`src/design/dsi_pkg.sv`:
```
`timescale 1ns / 1ps
// Shared types, widths, register codes and helpers for the damped spring integrator.
package dsi_pkg;

  localparam int DATA_W    = 32;
  localparam int COEF_W    = 16;
  localparam int STEP_W    = 17;
  localparam int PROD_W    = 50;
  localparam int ACC_W     = 44;
  localparam int QUO_W     = 42;
  localparam int COEF_FRAC = 8;
  localparam int MS_PER_S  = 1000;
  localparam int CFG_IDX_W = 3;

  localparam logic [CFG_IDX_W-1:0] REG_STIFFNESS    = 3'd0;
  localparam logic [CFG_IDX_W-1:0] REG_DAMPING      = 3'd1;
  localparam logic [CFG_IDX_W-1:0] REG_TOLERANCE    = 3'd2;
  localparam logic [CFG_IDX_W-1:0] REG_MIN_INTERVAL = 3'd3;
  localparam logic [CFG_IDX_W-1:0] REG_MAX_INTERVAL = 3'd4;

  localparam logic [COEF_W-1:0] TOL_RESET = 16'd655;
  localparam logic [COEF_W-1:0] MIN_RESET = 16'd10;
  localparam logic [COEF_W-1:0] MAX_RESET = 16'd2000;

  typedef logic signed [DATA_W-1:0] q_word_t;

  typedef struct packed {
    logic busy;
    logic done;
  } div_stat_t;

  function automatic q_word_t sat_word(input logic signed [63:0] x);
    q_word_t r;
    if (x > 64'sh0000_0000_7fff_ffff) begin
      r = 32'h7fff_ffff;
    end else if (x < 64'shffff_ffff_8000_0000) begin
      r = 32'h8000_0000;
    end else begin
      r = x[DATA_W-1:0];
    end
    return r;
  endfunction

endpackage

```
`src/design/dsi_div1000.sv`:
```
`timescale 1ns / 1ps
// Floor division of a signed product by 1000, one 16-bit digit at a time by reciprocal multiply.
module dsi_div1000 (
  input  logic                                clk,
  input  logic                                rst_n,
  input  logic                                start,
  input  logic signed [dsi_pkg::PROD_W-1:0]   dividend,
  output logic signed [dsi_pkg::QUO_W-1:0]    quotient,
  output dsi_pkg::div_stat_t                  stat
);
  import dsi_pkg::*;

  // Three 16-bit digits cover any product of a 32-bit word and a 16-bit interval.
  localparam int DIG_W   = 16;
  localparam int N_DIG   = 3;
  localparam int WORK_W  = DIG_W * N_DIG;
  localparam int REM_W   = $clog2(MS_PER_S);
  localparam int PART_W  = REM_W + DIG_W;
  localparam int RCP_W   = 27;
  localparam int RCP_SH  = 36;
  localparam int RPROD_W = PART_W + RCP_W;
  localparam int CNT_W   = 2;

  // This is 2^36 / 1000 rounded up. The rounding error stays below one part in 1000
  // for every partial dividend under 1000 * 2^16, so the shifted product is exact.
  localparam logic [RCP_W-1:0] RECIP = 27'd68719477;

  localparam logic [1:0] D_IDLE = 2'd0;
  localparam logic [1:0] D_MUL  = 2'd1;
  localparam logic [1:0] D_REM  = 2'd2;
  localparam logic [1:0] D_FIX  = 2'd3;

  logic [1:0]               st_r, st_nxt;
  logic [CNT_W-1:0]         cnt_r, cnt_nxt;
  logic                     neg_r, neg_nxt;
  logic [REM_W-1:0]         rem_r, rem_nxt;
  logic [WORK_W-1:0]        work_r, work_nxt;
  logic [PART_W-1:0]        part_r, part_nxt;
  logic [RPROD_W-1:0]       rprod_r, rprod_nxt;
  logic [WORK_W-1:0]        acc_r, acc_nxt;
  logic signed [QUO_W-1:0]  quo_r, quo_nxt;
  logic                     done_r, done_nxt;
  logic [WORK_W-1:0]        mag;
  logic [PART_W-1:0]        part;
  logic [DIG_W-1:0]         digit_q;
  logic [PART_W-1:0]        back;

  always_comb begin
    // A negative dividend is biased by 999 so that the signed quotient rounds down.
    mag       = dividend[PROD_W-1]
              ? WORK_W'($unsigned(-dividend) + PROD_W'(MS_PER_S - 1))
              : WORK_W'($unsigned(dividend));
    part      = {rem_r, work_r[WORK_W-1 -: DIG_W]};
    digit_q   = rprod_r[RCP_SH +: DIG_W];
    back      = PART_W'(digit_q) * PART_W'(MS_PER_S);
    st_nxt    = st_r;
    cnt_nxt   = cnt_r;
    neg_nxt   = neg_r;
    rem_nxt   = rem_r;
    work_nxt  = work_r;
    part_nxt  = part_r;
    rprod_nxt = rprod_r;
    acc_nxt   = acc_r;
    quo_nxt   = quo_r;
    done_nxt  = 1'b0;
    unique case (st_r)
      D_IDLE: begin
        if (start) begin
          neg_nxt  = dividend[PROD_W-1];
          work_nxt = mag;
          rem_nxt  = '0;
          acc_nxt  = '0;
          cnt_nxt  = CNT_W'(N_DIG);
          st_nxt   = D_MUL;
        end
      end
      D_MUL: begin
        part_nxt  = part;
        rprod_nxt = RPROD_W'(part) * RPROD_W'(RECIP);
        work_nxt  = work_r << DIG_W;
        st_nxt    = D_REM;
      end
      D_REM: begin
        rem_nxt = REM_W'(part_r - back);
        acc_nxt = {acc_r[WORK_W-DIG_W-1:0], digit_q};
        cnt_nxt = cnt_r - 1'b1;
        st_nxt  = (cnt_r == CNT_W'(1)) ? D_FIX : D_MUL;
      end
      D_FIX: begin
        quo_nxt  = neg_r ? -$signed(acc_r[QUO_W-1:0]) : $signed(acc_r[QUO_W-1:0]);
        done_nxt = 1'b1;
        st_nxt   = D_IDLE;
      end
      default: begin
        st_nxt = D_IDLE;
      end
    endcase
  end

  always_ff @(posedge clk) begin
    if (!rst_n) begin
      st_r   <= D_IDLE;
      done_r <= 1'b0;
    end else begin
      st_r   <= st_nxt;
      done_r <= done_nxt;
    end
  end

  always_ff @(posedge clk) begin
    cnt_r   <= cnt_nxt;
    neg_r   <= neg_nxt;
    rem_r   <= rem_nxt;
    work_r  <= work_nxt;
    part_r  <= part_nxt;
    rprod_r <= rprod_nxt;
    acc_r   <= acc_nxt;
    quo_r   <= quo_nxt;
  end

  assign quotient  = quo_r;
  assign stat.busy = st_r != D_IDLE;
  assign stat.done = done_r;

endmodule

```
`config.mk`:
```
export PLATFORM = sky130hd
export DESIGN_NAME = dsi_div1000
export DESIGN_NICKNAME = d
export VERILOG_FILES = /design/src/design/dsi_pkg.sv /design/src/design/dsi_div1000.sv
export SDC_FILE = /design/constraint.sdc
export NUM_CORES = 1
export LEC_CHECK = 0
export BUFFER_PORTS_ARGS = -buffer_cell sky130_fd_sc_hd__buf_2
export CORE_UTILIZATION = 35
export CTS_BUF_LIST = sky130_fd_sc_hd__clkbuf_8
export CTS_CLUSTER_SIZE = 25
export DETAILED_ROUTE_END_ITERATION = 6
export HOLD_SLACK_MARGIN = 0.02
export SYNTH_ARGS = -nofsm -noshare
export SYNTH_HDL_FRONTEND = slang
export SYNTH_SLANG_ARGS = --single-unit
```
`constraint.sdc`:
```
create_clock -name clk -period 8 [get_ports clk]
set_input_delay 0.8 -clock clk [delete_from_list [all_inputs] [get_ports clk]]
set_output_delay 0.8 -clock clk [all_outputs]
set_load 0.1 [all_outputs]
```
==> metrics.yaml <==
sta:
  period_share_pct: 91.9
  setup_viol: 0
  final_max_slew_viol_count: 0
  grt_setup_unrepaired: "no"
  fmax_mhz: 136
  fin_crit_ns: 7.35
  fin_worst_skew_ns: 0.0238
  hold_ws_ns: 0.517
  hold_viol_final: 0
  worst_pin_slew_ns: 0.971
  setup_ws_ns: 0.651
  setup-tns-final_ns: 0
  max_slew_margin_pct: 35.2
routing:
  route.vias.total: 12359
  drc: 32
  ant_nets: 0
  firstDrtPassIters: 7
  drt_first_iter_violations: 663
  vias_per_cell: 4.86
  wl_per_cell_um: 16.6
  drt-total-wl_um: 42300
die:
  core-area_um2: 52800
  die_w_um: 233
  start_util_pct: 35.5
  die_area_um2: 54500
  io_pins: 97
  rows: 84
  fp.dieH_um: 233
place:
  pre_cts_ws_ns: 0.657
  io_buffers: 95
  gp_congestion: 0.940
  placed_cells: 2511
  hpwl_um: 35400
global_route:
  antenna_found_initial: 0
  grt_pass1_wl_um: 68400
  overflow: 0
  grt_use_total_pct: 16.5
  grt_max_degree: 75
  grt_pass1_vias: 12754
synth:
  synth_nets: 2302
  synth_edf_count: 171
  syn_area_um2: 18700
  yosysWarningCount: 0
  async_reset_ff_share_pct: 0
  syn_inst: 1745
  ys_seq_area_share_pct: 27.7
  syn_area_per_cell_um2: 10.7
  synth-main-ff-cell: "edfxtp_1"
  synth_cell_type_count: 61
  synth_seq_cells: 174
clocking:
  cts_buffers: 17
  clk_pin_slew_ns: 0.11
  cts.sinks: 174
  cts_root_buffer: "clkbuf_8"
  cts_tree: "done"
  cts-hold-fix-buffers: 0
  insertion_delay_ns: 0.50
  cts-htree-levels: 4
  post_cts_buffers: 0
  clockBufferDepth: 2
  cts_resized: 0
job:
  drv_cap: 0
setup_path:
  reg2regPathDepth: 20
  crit-reg2reg-launch: "work_r[46]"
  crit_end: "rprod_r[47]"
  cp-start-kind: "flop"
  path_max_fanout: 8
  cp.required_ns: 8.26
  reg2reg_slack_ns: 0.65
  arrival_ns: 7.61
  critical_path_class: "flop to flop"
  cp-end-kind: "flop"
  critPathLaunch: "work_r[46]"
  reg2reg_to: "rprod_r[47]"
finish:
  fillerInstances: 5209
  syn_to_final_growth_pct: 8.99
  drive_above_1_share_pct: 8.36
  mostFrequentLayoutCell: "inv_1"
  fin_cells: 2544
  final_nets: 2399
  mostFrequentLayoutCells: "inv_1, ha_1, fa_1"
worst_hold_path:
  hold_start: "rprod_r[48]"
  hp-class: "flop to flop"
run_status:
  outcome: "finished, violations left"
  failed_checks: "design-rule violations"
critical path: stages (launching register included):
cell and delay [ns]:
edfxtp_1 0.66, ha_1 0.56, inv_1 0.10, fa_1 0.51, inv_1 0.06, fa_1 0.53, fa_1 0.48, fa_1 0.56
fa_1 0.57, inv_1 0.06, fa_1 0.53, inv_1 0.07, ha_1 0.34, nand4_1 0.20, nor3_1 0.31, a221oi_1 0.17
a311oi_1 0.54, o311ai_1 0.23, o21ai_1 0.35, a21oi_1 0.14, xnor2_1 0.15
synth_stat cells (all sizes together), types with 3 or more instances:
| master | number | area share [%] |
|---|---|---|
| fa | 216 | 23 |
| o31ai | 30 | 1.3 |
| or2 | 6 | 0.20 |
| nand3 | 8 | 0.21 |
| and3 | 4 | 0.13 |
| nand2b | 10 | 0.37 |
| o21bai | 9 | 0.36 |
| clkbuf | 22 | 0.44 |
| nor2b | 10 | 0.33 |
| buf | 4 | 0.11 |
| nand2 | 76 | 1.5 |
| nand4 | 11 | 0.37 |
| xnor2 | 63 | 2.9 |
| ha | 288 | 19 |
| nor2 | 57 | 1.1 |
| edfxtp | 171 | 27 |
| a21oi | 47 | 1.3 |
| or3 | 16 | 0.59 |
| o41ai | 11 | 0.55 |
| xor2 | 50 | 2.3 |
| a21o | 26 | 1.0 |
| nor4 | 7 | 0.31 |
| or4 | 10 | 0.44 |
| nor3 | 6 | 0.16 |
| a311oi | 3 | 0.14 |
| and2 | 45 | 1.5 |
| o311ai | 4 | 0.19 |
| a31oi | 3 | 0.10 |
| o21ai | 75 | 2.0 |
| dfxtp | 3 | 0.32 |
| a211oi | 4 | 0.16 |
| inv | 421 | 8.4 |
| o21a | 6 | 0.24 |
| a221oi | 3 | 0.14 |
flip-flops by register name, indices dropped and copies added (netlist names):
| name | count |
|---|---|
| st_r | 2 |
| rprod_r | 16 |
| neg_r | 1 |
| acc_r | 42 |
| work_r | 48 |
| rem_r | 10 |
| done_r | 1 |
| cnt_r | 2 |
| part_r | 10 |
| quotient | 42 |
logic make-up (layout without fill, tap and decap cells):
group	count (synthesis)	after routing	synth area share [%]
simple gates	270	270	7.46
buf+inv	447	557	8.99
fa+ha+maj	504	504	42.3
mux	3	3	0.167
flops	174	174	27.7
compound gates	234	234	8.07
xor+xnor	113	113	5.28
other cells	0	1	0
how the worst min path moves through the flow:
stage,endpoint,slack (ns),depth (start not counted)
global route,st_r[0],0.53,2
finish,acc_r[12],0.52,1
detailed placement,acc_r[12],0.50,1
floorplan,quotient[0],0.50,0
global placement,acc_r[11],0.50,1
CTS,st_r[0],0.51,2
metal layers:
| metal | vias up | wire length, µm | track usage (%) |
|---|---|---|---|
| li1 | 5908 | - | - |
| met1 | 6193 | 18300 | 21.4 |
| met2 | 222 | 21500 | 28.5 |
| met3 | 36 | 1820 | 2.58 |
| met4 | 0 | 647 | 4.06 |
| met5 | - | 0 | 0 |
metrics by stage:
| step | util (%) | area (µm²) |
|---|---|---|
| 2_1_floorplan | - | 18700 |
| 3_3_place_gp | 38.0 | 20100 |
| 3_5_place_dp | 38.0 | 20100 |
| 4_1_cts | 38.7 | 20400 |
| 5_1_grt | 38.7 | 20400 |
| 6_report | 38.7 | 20400 |
final cells by class:
type / count / area (µm²) / share of cell area (%)
antenna: 1 / 2.50 / 0.0123
clock buffer: 17 / 234 / 1.15
clock inverter: 15 / 126 / 0.619
inverter: 421 / 1580 / 7.74
multi-input combinational: 1124 / 11900 / 58.2
sequential: 174 / 5190 / 25.4
tap: 688 / 861 / 4.21
timing repair buffer: 104 / 543 / 2.66
Power is not shown: default switching activity piles up to over one toggle a cycle in this logic, so the estimate is an artifact.
